File: src/sv/sbur_pkg.sv
// Shared types, constants and helpers for the seismic block datagram repacker.
`default_nettype none
package sbur_pkg;

  localparam int STORE_BYTES = 2048;
  localparam int OFF_W       = $clog2(STORE_BYTES);
  localparam int OFS_W       = 12;
  localparam int QDEPTH      = 4;
  localparam int QAW         = $clog2(QDEPTH);
  localparam int RUN_BYTES   = 10;
  localparam int CNT_W       = 4;

  localparam logic [7:0]  PACKET_ID     = 8'hA0;
  localparam logic [10:0] MAX_SEG_RESET = 11'd1472;

  typedef struct packed {
    logic       command;
    logic [7:0] data_byte;
    logic       end_of_data;
  } req_t;

  typedef struct packed {
    logic       push_taken;
    logic       out_valid;
    logic [7:0] out_byte;
    logic       out_last;
    logic       block_dropped;
  } rsp_t;

  // One queued piece of store work plus the result it ends with.
  typedef struct packed {
    logic                   push_taken;
    logic                   block_dropped;
    logic                   rd_en;
    logic                   rd_last;
    logic                   rd_half;
    logic [OFF_W-1:0]       rd_off;
    logic [CNT_W-1:0]       n_wr;
    logic [CNT_W-1:0]       main_cnt;
    logic                   main_half;
    logic [OFF_W-1:0]       main_off;
    logic [8*RUN_BYTES-1:0] main_data;
    logic                   sz_en;
    logic [OFF_W-1:0]       sz_off;
    logic [15:0]            sz_data;
    logic                   fin_en;
    logic                   fin_half;
    logic [7:0]             fin_pkt;
  } job_t;

  function automatic logic [OFF_W-1:0] store_off(input logic [OFS_W-1:0] o);
    logic [OFF_W+OFS_W-1:0] t;
    t = {{OFF_W{1'b0}}, o};
    return t[OFF_W-1:0];
  endfunction

endpackage
`default_nettype wire

File: src/sv/sbur_queue.sv
// Short job queue between the front and back parts.
`default_nettype none
module sbur_queue (
  input  wire logic            clk,
  input  wire logic            rst,
  input  wire logic            push,
  input  wire sbur_pkg::job_t  din,
  output logic                 full,
  output logic                 valid,
  output sbur_pkg::job_t       dout,
  input  wire logic            pop
);

  sbur_pkg::job_t              ent [sbur_pkg::QDEPTH];
  logic [sbur_pkg::QAW-1:0]    wptr, rptr;
  logic [sbur_pkg::QAW:0]      cnt;

  assign full  = (cnt == (sbur_pkg::QAW+1)'(sbur_pkg::QDEPTH));
  assign valid = (cnt != '0);
  assign dout  = ent[rptr];

  always_ff @(posedge clk) begin
    if (push) ent[wptr] <= din;
  end

  always_ff @(posedge clk) begin
    if (rst) begin
      wptr <= '0;
      rptr <= '0;
      cnt  <= '0;
    end else begin
      if (push) wptr <= wptr + 1'b1;
      if (pop) rptr <= rptr + 1'b1;
      cnt <= cnt + (push ? 1'b1 : 1'b0) - (pop ? 1'b1 : 1'b0);
    end
  end

endmodule
`default_nettype wire

File: config.mk
export PLATFORM = sky130hd
export DESIGN_NAME = sbur_queue
export DESIGN_NICKNAME = d
export VERILOG_FILES = /design/src/sv/sbur_pkg.sv /design/src/sv/sbur_queue.sv
export SDC_FILE = /design/constraint.sdc
export NUM_CORES = 1
export LEC_CHECK = 0
export ABC_AREA = 1
export ABC_CLOCK_PERIOD_IN_PS = 5300
export BUFFER_PORTS_ARGS = -buffer_cell sky130_fd_sc_hd__buf_2
export CAP_MARGIN = 30
export CORE_UTILIZATION = 58
export DETAILED_ROUTE_END_ITERATION = 16
export PLACE_DENSITY = 0.8
export REMOVE_ABC_BUFFERS = 1
export SLEW_MARGIN = 20
export SYNTH_ARGS = -nofsm -noshare
export SYNTH_HDL_FRONTEND = slang
export SYNTH_SLANG_ARGS = --single-unit
File: constraint.sdc
create_clock -name clk -period 5.3 [get_ports clk]
set_input_delay 0.265 -clock clk [delete_from_list [all_inputs] [get_ports clk]]
set_output_delay 0.265 -clock clk [all_outputs]
set_load 0.005 [all_outputs]
==> reports/metrics.cfg <==
[logic_synthesis]
avgSynthCellArea_um2=13.5
syn_area_mm2=0.0250
yosys.area.top_type_share_pct=73.9
synth-simple-area-share_pct=4.84
netlist_top_cells_area=edfxtp_1 74%, inv_1 4.9%, nand2_1 4.7%, o211ai_2 4.0%, a21oi_1 3.2%
synth-seq-area-share_pct=74.6
synth_cell_type_count=17
synth_top_family_by_area=compound AO/OA/AOI/OAI gates
synth-xor-area-share_pct=0
synthCells=1853
synth_fa_ha_area_share_pct=0.380
synth_warnings=0
synth_mux_area_share_pct=0
synth-compound-area-share_pct=12.6
synth.largest_area_cell=edfxtp_1
ys_ff_latch=625

[die]
initial_core_util_pct=59.3
pin_count=314
fp.dieH_um=210
rows=75
die_w_um=210
core_area_mm2=0.0422
die_area_mm2=0.0440

[sta]
whs_ns=0.388
rsz0062_at_grt=false
fin_ws_ns=2.22
skew_ns=0.0128
finalCriticalPeriod_ns=3.08
fmax_ghz=0.325
finalMaxSlewViolations=0
worst_pin_slew_ns=0.984
finalHoldViolCount=0
setup_violations=0
period_share_pct=58.1
relSlewSlack_pct=34.4

[power]
leakage_uw=0.0117
p_per_area_mw_per_mm2=354
peakVddDrop_uv=292

[layout]
utilization_pct=71.5
final_common_cell=edfxtp_1
final_cell_mix=616 x edfxtp_1, 320 x inv_1, 316 x nand2_1, 313 x buf_2, 160 x a21oi_1
syn2layout_area_growth_pct=20.7
drive_gt1_share_pct=20.8
instances_no_fill=2887
nets=2460

[cts]
cts_tree=built
clockBufferDepth=3
htreeDepth=2
root_buffer=clkbuf_16
clock-sinks=625
cts.clk_slew.worst_paths_ns=0.06
clk_latency_ns=0.60
ctsResizeCount=0
cts_made_buffers=59

[hold_path]
hold_path_class=input pin to flop

[grt]
grt_pass1_wl_mm=79.5
track_usage_pct=23.3
grt_max_degree=190
antenna_found_initial=6
first_global_vias=15300
overflow=0

[flow_run]
cap_violations=0

[critical_path]
cp-start-kind=flop
crit_path_max_incr_delay_ns=0.71
cp.arrival_ns=2.81
crit_fanout=167
required_ns=5.04
critPathKind=flop to primary output
crit_slowest_cell=dfxtp_4
path_cells=buf_12, o211ai_1, nand2_1, buf_2
crit_path_end_kind=primary output

[placed_design]
dp.cells=2615
place_congestion=0.770
dpl.hpwl_mm=27.9
post-place-ws_ns=2.81
numPortBuffers=313

[drt]
num_vias=15400
drt-total-wl_mm=51.3
drt_iter0_drc=1245
drt_pass1_iterations=5
wire_per_inst_um=17.8
routed_via_density=5.32
antenna_left=0
drc=0

[run_status]
outcome=finished clean

-- cell type report --
| type | instances | area [um2] |
|---|---|---|
| Sequential cell | 625 | 18700 |
| Fill cell | 2613 | 12000 |
| Multi-Input combinational cell | 801 | 4450 |
| Timing Repair Buffer | 484 | 3350 |
| Clock buffer | 79 | 1590 |
| Inverter | 324 | 1240 |
| Tap cell | 539 | 674 |
| Clock inverter | 31 | 194 |
| Antenna cell | 4 | 10.0 |
-- stage by stage --
stage	instance area, um2	total power, uW	TNS, ns
after global routing	30200	11100	0
after global placement	26800	6710	0
after floorplan	24300	6440	-1029.53
after CTS	30200	10700	0
final	30200	10700	0
after detailed placement	26800	6760	0
-- logic make-up after synthesis --
logic type	after synthesis
AO/OA/AOI/OAI	472
adder cells (fa/ha/maj)	7
buffers and inverters	427
flip-flops	625
AND/OR/NAND/NOR	322
-- worst max-delay path, delay by kind of cell, from the launching register on --
kind / cells / cell delay (ns)
buf+inv: 2 / 0.75
flops: 1 / 0.71
compound gates: 1 / 0.26
simple gates: 1 / 0.18
-- per-layer routing --
metal,track usage [%],vias up,wire length [um]
met3,4.62,94,3490
met5,0,-,27
met4,7.90,4,1310
met1,30.5,7398,21200
li1,-,7354,-
met2,39.2,520,25300
-- cell usage after synthesis, drive strengths merged --
master	count
ha	6
o211ai	154
nand2	316
a21oi	160
nand3	2
buf	82
inv	324
fa	1
clkbuf	21
o21ai	158
edfxtp	616
nor2	4
dfxtp	9
-- what timing repair did --
item | CTS | global route
hold buffers | 157 | 0
hold endpoints to repair | 625 | 0
setup buffers | 0 | 0
-- state kept, by name, summed over array words and instances (netlist names), named ones only --
signal,flops
cnt,3
ent,616
rptr,2
wptr,2
-- final timing paths --
path | slack (ns) | cells after the start | start | to
setup / recovery | 2.22 | 4 | flop | dout[142]
hold / removal | 0.39 | 3 | rst | cnt[0]
setup reg to reg | 2.76 | 5 | wptr[0] | ent[0][10]
hold reg to reg | 0.47 | 2 | rptr[1] | flop
-- power by group --
part	internal (uW)	switching (uW)
clock network	2200	1720
logic	398	640
registers	5660	69.6
Power figures use the tool's default switching activity.
