File: src/sv/sbur_pkg.sv
// Shared types, constants and helpers for the seismic block datagram repacker.
`default_nettype none
package sbur_pkg;

  localparam int STORE_BYTES = 2048;
  localparam int OFF_W       = $clog2(STORE_BYTES);
  localparam int OFS_W       = 12;
  localparam int QDEPTH      = 4;
  localparam int QAW         = $clog2(QDEPTH);
  localparam int RUN_BYTES   = 10;
  localparam int CNT_W       = 4;

  localparam logic [7:0]  PACKET_ID     = 8'hA0;
  localparam logic [10:0] MAX_SEG_RESET = 11'd1472;

  typedef struct packed {
    logic       command;
    logic [7:0] data_byte;
    logic       end_of_data;
  } req_t;

  typedef struct packed {
    logic       push_taken;
    logic       out_valid;
    logic [7:0] out_byte;
    logic       out_last;
    logic       block_dropped;
  } rsp_t;

  // One queued piece of store work plus the result it ends with.
  typedef struct packed {
    logic                   push_taken;
    logic                   block_dropped;
    logic                   rd_en;
    logic                   rd_last;
    logic                   rd_half;
    logic [OFF_W-1:0]       rd_off;
    logic [CNT_W-1:0]       n_wr;
    logic [CNT_W-1:0]       main_cnt;
    logic                   main_half;
    logic [OFF_W-1:0]       main_off;
    logic [8*RUN_BYTES-1:0] main_data;
    logic                   sz_en;
    logic [OFF_W-1:0]       sz_off;
    logic [15:0]            sz_data;
    logic                   fin_en;
    logic                   fin_half;
    logic [7:0]             fin_pkt;
  } job_t;

  function automatic logic [OFF_W-1:0] store_off(input logic [OFS_W-1:0] o);
    logic [OFF_W+OFS_W-1:0] t;
    t = {{OFF_W{1'b0}}, o};
    return t[OFF_W-1:0];
  endfunction

endpackage
`default_nettype wire

File: src/sv/sbur_front.sv
// Front part: parses requests, keeps the parsing and payload state, emits store jobs.
`default_nettype none
module sbur_front (
  input  wire logic              clk,
  input  wire logic              rst,
  input  wire logic              req_valid,
  output logic                   req_ready,
  input  wire sbur_pkg::req_t    req,
  input  wire logic              cfg_we,
  input  wire logic [10:0]       cfg_wdata,
  output logic                   q_push,
  output sbur_pkg::job_t         q_job,
  input  wire logic              q_full
);

  typedef enum logic [2:0] {
    PH_SIZE, PH_WHOLE, PH_STAMP, PH_CHHDR, PH_CHBODY, PH_SKIP
  } phase_t;

  phase_t      phase, phase_next;
  logic [10:0] max_seg;
  logic        half, half_next;
  logic [11:0] wo, wo_next, sfo, sfo_next, doff, doff_next, dlen, dlen_next;
  logic [7:0]  pkt, pkt_next;
  logic [31:0] hc, hc_next, br, br_next, br_dec;
  logic [2:0]  cc, cc_next;
  logic [15:0] cr, cr_next, cr_dec;
  logic        first, first_next;
  logic [47:0] ts, ts_next;

  logic        acc, eod;
  logic [7:0]  b;
  logic [31:0] gh, len2;
  logic [11:0] sr;
  logic [3:0]  code;
  logic [15:0] prod, gs, gs4, part;
  logic        too_big, ch_flush, end_flush, refuse, new_part;
  logic [12:0] w1;
  logic [17:0] need;
  logic [11:0] base_wo, base_sfo, sfo_eff, wo_after;
  logic        half_eff;
  sbur_pkg::job_t job;

  assign req_ready = !q_full;
  assign acc       = req_valid && !q_full;
  assign q_push    = acc;
  assign q_job     = job;

  assign b    = req.data_byte;
  assign eod  = req.end_of_data;
  assign gh   = {hc[23:0], b};
  assign sr   = gh[11:0];
  assign code = gh[15:12];
  assign prod = 16'(code) * 16'(sr - 12'd1);
  assign gs   = (code == 4'd0) ? (16'(sr >> 1) + 16'd8) :
                (sr == 12'd0) ? 16'd4 : (prod + 16'd8);
  assign gs4  = gs - 16'd4;
  assign too_big = (17'(gs) + 17'd11) > 17'(max_seg);
  assign w1   = 13'(wo) + ((phase == PH_WHOLE || phase == PH_CHBODY) ? 13'd1 : 13'd0);
  assign need = 18'(wo) + 18'(gs) + (first ? 18'd8 : 18'd0);
  assign ch_flush  = (phase == PH_CHHDR) && (cc == 3'd3) && !eod && !too_big &&
                     (need > 18'(max_seg));
  assign end_flush = eod && (w1 > 13'd11);
  assign refuse    = (ch_flush || end_flush) && (dlen != 12'd0);
  assign br_dec    = (br != 32'd0) ? br - 32'd1 : 32'd0;
  assign cr_dec    = (cr != 16'd0) ? cr - 16'd1 : 16'd0;
  assign len2      = gh - 32'd2;
  assign new_part  = ch_flush || first;
  assign base_wo   = ch_flush ? 12'd3 : wo;
  assign base_sfo  = ch_flush ? 12'd3 : sfo;
  assign half_eff  = ch_flush ? ~half : half;
  assign sfo_eff   = new_part ? base_wo : base_sfo;
  assign wo_after  = base_wo + (new_part ? 12'd12 : 12'd4);
  assign part      = 16'(wo_after) + gs4 - 16'(sfo_eff);

  always_comb begin
    phase_next = phase;
    half_next  = half;
    wo_next    = wo;
    sfo_next   = sfo;
    doff_next  = doff;
    dlen_next  = dlen;
    pkt_next   = pkt;
    hc_next    = hc;
    br_next    = br;
    cc_next    = cc;
    cr_next    = cr;
    first_next = first;
    ts_next    = ts;
    job        = '0;
    job.main_half = half;
    if (acc) begin
      if (req.command) begin
        if (dlen != 12'd0) begin
          job.rd_en   = 1'b1;
          job.rd_half = ~half;
          job.rd_off  = sbur_pkg::store_off(doff);
          doff_next   = doff + 12'd1;
          if ((13'(doff) + 13'd1) >= 13'(dlen)) begin
            job.rd_last = 1'b1;
            doff_next   = 12'd0;
            dlen_next   = 12'd0;
          end
        end
      end else if (!refuse) begin
        job.push_taken = 1'b1;
        unique case (phase)
          PH_SIZE: begin
            hc_next = gh;
            cc_next = cc + 3'd1;
            if (cc == 3'd3) begin
              cc_next = 3'd0;
              if (!eod && gh >= 32'd4) begin
                br_next = gh - 32'd4;
                if ((33'(wo) + 33'(len2)) <= 33'(max_seg)) begin
                  job.main_cnt  = 4'd2;
                  job.main_off  = sbur_pkg::store_off(wo);
                  job.main_data = {len2[15:0], 64'd0};
                  wo_next       = wo + 12'd2;
                  phase_next    = (gh != 32'd4) ? PH_WHOLE : PH_SIZE;
                end else begin
                  phase_next = PH_STAMP;
                  first_next = 1'b1;
                  ts_next    = 48'd0;
                end
              end
            end
          end
          PH_WHOLE: begin
            job.main_cnt  = 4'd1;
            job.main_off  = sbur_pkg::store_off(wo);
            job.main_data = {b, 72'd0};
            wo_next       = wo + 12'd1;
            br_next       = br_dec;
            if (br_dec == 32'd0) phase_next = PH_SIZE;
          end
          PH_STAMP: begin
            ts_next = {ts[39:0], b};
            br_next = br_dec;
            cc_next = cc + 3'd1;
            if (cc == 3'd5) begin
              cc_next    = 3'd0;
              phase_next = (br_dec != 32'd0) ? PH_CHHDR : PH_SIZE;
            end
          end
          PH_CHHDR: begin
            hc_next = gh;
            br_next = br_dec;
            cc_next = cc + 3'd1;
            if (cc == 3'd3 && !eod) begin
              cc_next = 3'd0;
              cr_next = gs4;
              if (too_big) begin
                job.block_dropped = 1'b1;
                phase_next = (gs4 != 16'd0) ? PH_SKIP :
                             (br_dec != 32'd0) ? PH_CHHDR : PH_SIZE;
              end else begin
                if (ch_flush) begin
                  job.fin_en   = 1'b1;
                  job.fin_half = half;
                  job.fin_pkt  = pkt;
                  dlen_next    = wo;
                  doff_next    = 12'd0;
                  half_next    = ~half;
                  pkt_next     = pkt + 8'd1;
                end
                job.main_half = half_eff;
                if (new_part) begin
                  job.main_cnt  = 4'd10;
                  job.main_off  = sbur_pkg::store_off(base_wo + 12'd2);
                  job.main_data = {ts, gh};
                  first_next    = 1'b0;
                end else begin
                  job.main_cnt  = 4'd4;
                  job.main_off  = sbur_pkg::store_off(base_wo);
                  job.main_data = {gh, 48'd0};
                end
                job.sz_en   = 1'b1;
                job.sz_off  = sbur_pkg::store_off(sfo_eff);
                job.sz_data = part;
                sfo_next    = sfo_eff;
                wo_next     = wo_after;
                phase_next  = (gs4 != 16'd0) ? PH_CHBODY :
                              (br_dec != 32'd0) ? PH_CHHDR : PH_SIZE;
              end
            end
          end
          PH_CHBODY: begin
            job.main_cnt  = 4'd1;
            job.main_off  = sbur_pkg::store_off(wo);
            job.main_data = {b, 72'd0};
            wo_next       = wo + 12'd1;
            br_next       = br_dec;
            cr_next       = cr - 16'd1;
            if (cr == 16'd1) phase_next = (br_dec != 32'd0) ? PH_CHHDR : PH_SIZE;
          end
          PH_SKIP: begin
            br_next = br_dec;
            cr_next = cr_dec;
            if (cr_dec == 16'd0) phase_next = (br_dec != 32'd0) ? PH_CHHDR : PH_SIZE;
          end
          default: ;
        endcase
        if (eod) begin
          phase_next = PH_SIZE;
          cc_next    = 3'd0;
          hc_next    = 32'd0;
          br_next    = 32'd0;
          cr_next    = 16'd0;
          first_next = 1'b1;
          if (wo_next > 12'd11) begin
            job.fin_en   = 1'b1;
            job.fin_half = half;
            job.fin_pkt  = pkt;
            dlen_next    = wo_next;
            doff_next    = 12'd0;
            half_next    = ~half;
          end
          wo_next  = 12'd3;
          sfo_next = 12'd3;
          pkt_next = 8'd0;
        end
      end
    end
    job.n_wr = job.main_cnt + (job.sz_en ? 4'd2 : 4'd0) + (job.fin_en ? 4'd3 : 4'd0);
  end

  always_ff @(posedge clk) begin
    if (rst) begin
      phase   <= PH_SIZE;
      max_seg <= sbur_pkg::MAX_SEG_RESET;
      half    <= 1'b0;
      wo      <= 12'd3;
      sfo     <= 12'd3;
      doff    <= 12'd0;
      dlen    <= 12'd0;
      pkt     <= 8'd0;
      hc      <= 32'd0;
      br      <= 32'd0;
      cc      <= 3'd0;
      cr      <= 16'd0;
      first   <= 1'b1;
      ts      <= 48'd0;
    end else begin
      phase <= phase_next;
      if (cfg_we) max_seg <= cfg_wdata;
      half  <= half_next;
      wo    <= wo_next;
      sfo   <= sfo_next;
      doff  <= doff_next;
      dlen  <= dlen_next;
      pkt   <= pkt_next;
      hc    <= hc_next;
      br    <= br_next;
      cc    <= cc_next;
      cr    <= cr_next;
      first <= first_next;
      ts    <= ts_next;
    end
  end

endmodule
`default_nettype wire

File: config.mk
export PLATFORM = sky130hd
export DESIGN_NAME = sbur_front
export DESIGN_NICKNAME = d
export VERILOG_FILES = /design/src/sv/sbur_pkg.sv /design/src/sv/sbur_front.sv
export SDC_FILE = /design/constraint.sdc
export NUM_CORES = 1
export LEC_CHECK = 0
export CAP_MARGIN = 20
export CORE_UTILIZATION = 40
export DETAILED_ROUTE_END_ITERATION = 10
export DONT_BUFFER_PORTS = 1
export PLACE_DENSITY = 0.51
export SLEW_MARGIN = 40
export SYNTH_ARGS = -nofsm -noshare
export SYNTH_HDL_FRONTEND = slang
export SYNTH_SLANG_ARGS = --single-unit
export TNS_END_PERCENT = 1
File: constraint.sdc
create_clock -name clk -period 18.3 [get_ports clk]
set_input_delay 2.745 -clock clk [delete_from_list [all_inputs] [get_ports clk]]
set_output_delay 2.745 -clock clk [all_outputs]
set_load 0.05 [all_outputs]
==> impl_metrics.tcl <==
set metrics [dict create \
    antenna_found_initial 0 \
    post-route-period-util_pct 94.85 \
    start_util_pct 40.70 \
    grt_max_degree 168 \
    synth.avg_cell_area_um2 7.272 \
    drive_gt1_share_pct 9.554 \
    io_pins 182 \
    cp-end-kind "primary output" \
    dr.pass1.iters 6 \
    muxShareOfSynthArea_pct 1.983 \
    worstPathRequired_ns 15.55 \
    clkLatencyLatePin_ns 0.53 \
    synthSimpleGateAreaFrac_pct 27.16 \
    min_path_cells 2 \
    cts_tree "done" \
    drtIter0Drc 2195 \
    core_um2 51610 \
    start_kind "primary input" \
    maxCapViolations 0 \
    path_class "in -> out" \
    status "complete, no violations" \
    synth_fa_ha_area_share_pct 13.69 \
    wl_per_cell_um 24.07 \
    ys.flop_type "dfxtp_1" \
    syn_nets 3119 \
    synth_xor_area_share_pct 7.921 \
    synth_edf_count 0 \
    grt_pass1_vias 20550 \
    fin_nets 3064 \
    htreeDepth 4 \
    cp_slowest_stage_delay_ns 0.62 \
    finalCriticalPeriod_ns 17.36 \
    setup_viol 0 \
    holdWs_ns 0.4938 \
    grt_use_total_pct 31.57 \
    cellLeakagePower_nw 9.245 \
    slew_violations 0 \
    cts_setup_buffers 0 \
    reg2reg_depth 37 \
    synthArstFlopShare_pct 0 \
    synth_top_family_by_area "simple AND/OR/NAND/NOR gates" \
    cts-resized-gates 0 \
    setup_tns_ns 0 \
    synth_cells 2889 \
    path_max_fanout 20 \
    grt_pass1_wl_um 128400 \
    crit_arrival_ns 14.61 \
    holdCritPathClass "reg -> reg" \
    crit_top_cell "ha_1" \
    cts_sinks 195 \
    port_buffers 0 \
    drcViolationCount 0 \
    dieArea_um2 53440 \
    path_clk_slew_ns 0.09 \
    synthToLayoutAreaGrowth_pct 9.368 \
    dieHeight_um 231.2 \
    p_per_area_nw_per_um2 50.03 \
    ctsHoldBuffers 0 \
    max_freq_mhz 57.61 \
    via_count 21890 \
    slew_headroom_pct 40.01 \
    fin_skew_ns 0.02216 \
    routabilityCongestion 0.9656 \
    ys_ff_latch 195 \
    irDropWorstVdd_mv 0.07656 \
    synth_area_um2 21010 \
    synth_cell_types 94 \
    die_w_um 231.2 \
    clockBufferDepth 2 \
    gr-total-overflow 0 \
    root_buffer "clkbuf_16" \
    rows 83 \
    grt_setup_unrepaired "false" \
    slowest_stage "o41a_1" \
    hpwl_um 63090 \
    yosysWarnings 0 \
    synth_compound_area_share_pct 24.45 \
    tightestPinTransition_ns 0.8974 \
    vias_per_cell 6.203 \
    nFillCells 5285 \
    ant_nets 0 \
    finalHoldViolCount 0 \
    cts_buffers 17 \
    yosysSeqAreaShare_pct 18.58 \
    drt_wl_total_um 84900 \
]
## power by group
part / total [W] / switching (W) / leakage (nW) / internal (W)
Sequential: 0.000431 / 0.00000346 / 1.57 / 0.000427
Combinational: 0.000287 / 0.000182 / 7.36 / 0.000106
Clock: 0.000432 / 0.000238 / 0.312 / 0.000194
## synthesized netlist by cell type, types with 43 or more instances
library cell    n  area, um2
a21oi_1       233       1166
nand2_1       234      878.3
fa_1           43      860.8
nand3_1        65      325.3
and2_1         75      469.2
o21ai_0        88      440.4
xnor2_1       118       1033
dfxtp_1       195       3904
nor2b_1        55      344.1
nor2_1        396       1486
clkbuf_1      180      675.7
ha_1          161       2014
inv_1         138      518.0
nor3_1        111      555.5
a22oi_1        83      623.1
xor2_1         72      630.6
## layer usage
metal | up-vias | part of all wire [%] | global-route usage (%)
met5 | - | 0 | 0
met4 | 0 | 3.5 | 11.59
met3 | 144 | 7.1 | 5.290
met2 | 923 | 46 | 51.62
met1 | 10590 | 43 | 41.50
li1 | 10230 | - | -
## cells by family after synthesis
logic type	count (synthesis)
compound gates	758
mux	40
fa+ha+maj	204
flops	195
simple gates	1158
xor+xnor	190
buf+inv	344
## critical path, delay by kind of cell
kind / cells / cell delay, ns
XOR/XNOR: 3 / 0.59
adder cells (fa/ha/maj): 12 / 4.20
buffers and inverters: 5 / 1.09
AO/OA/AOI/OAI: 14 / 4.12
AND/OR/NAND/NOR: 11 / 1.82
## state kept, by name, indices dropped and copies added, names as in the netlist
signal	count
br	32
cc	3
cr	16
dlen	12
doff	12
first	1
half	1
hc	24
max_seg	11
phase	3
pkt	8
sfo	12
ts	48
wo	12
## final cells by class
type                    count  area, um2  share of cell area (%)
multi-input cells        2350      16020                   69.74
flip-flops and latches    195       3904                   16.99
repair buffers            127       1006                   4.378
well taps                 680      850.8                   3.703
inverters                 143      536.8                   2.336
clock buffers              17      425.4                   1.851
clock inverters            15      227.7                  0.9911
diodes                      1      2.502                 0.01089
## cells in the final DEF (no fill, tap or decap), types with 10 or more instances in the layout
master,n
a22oi_1,83
nand3b_1,10
o211ai_1,34
nand4_1,35
a21oi_1,230
nor3_1,105
mux2_2,13
clkbuf_16,17
o21ai_0,86
ha_1,161
nor2b_1,55
o21a_1,16
nand3_1,64
or4_1,17
a211oi_1,20
xnor2_1,118
a31oi_1,30
o21bai_1,17
a211o_1,10
a2111oi_0,19
xor2_1,72
and3_1,22
a21o_1,31
dfxtp_1,195
o22ai_1,17
and2_1,75
mux2i_1,27
o31a_1,11
inv_1,138
a32o_1,14
nand2_1,231
buf_4,122
fa_1,43
nand2b_1,19
o31ai_1,13
nor2_1,376
nor2_2,19
or3_1,24
nor4_1,31
## worst paths after layout
check        startpoint         end  slack, ns
max              req[1]  q_job[137]       0.94
min              sfo[0]      sfo[0]       0.49
max reg2reg       hc[0]     doff[0]       7.47
min reg2reg      sfo[0]      sfo[0]       0.49
## stage by stage
stage / util, % / power, W / setup slack (ns) / instances / cell area, um2
final: 44.52 / 0.001150 / 0.9431 / 3528 / 22980
after global routing: 44.51 / 0.001206 / 0.1072 / 3527 / 22970
after CTS: 44.40 / 0.001158 / 0.8252 / 3527 / 22920
after detailed placement: 43.14 / 0.0007227 / 0.8449 / 3495 / 22270
after global placement: 42.95 / 0.0007214 / 1.128 / 3493 / 22170
after floorplan: - / 0.0006530 / 1.257 / 2889 / 21010
Note: power is estimated with default switching activity, not from simulation.
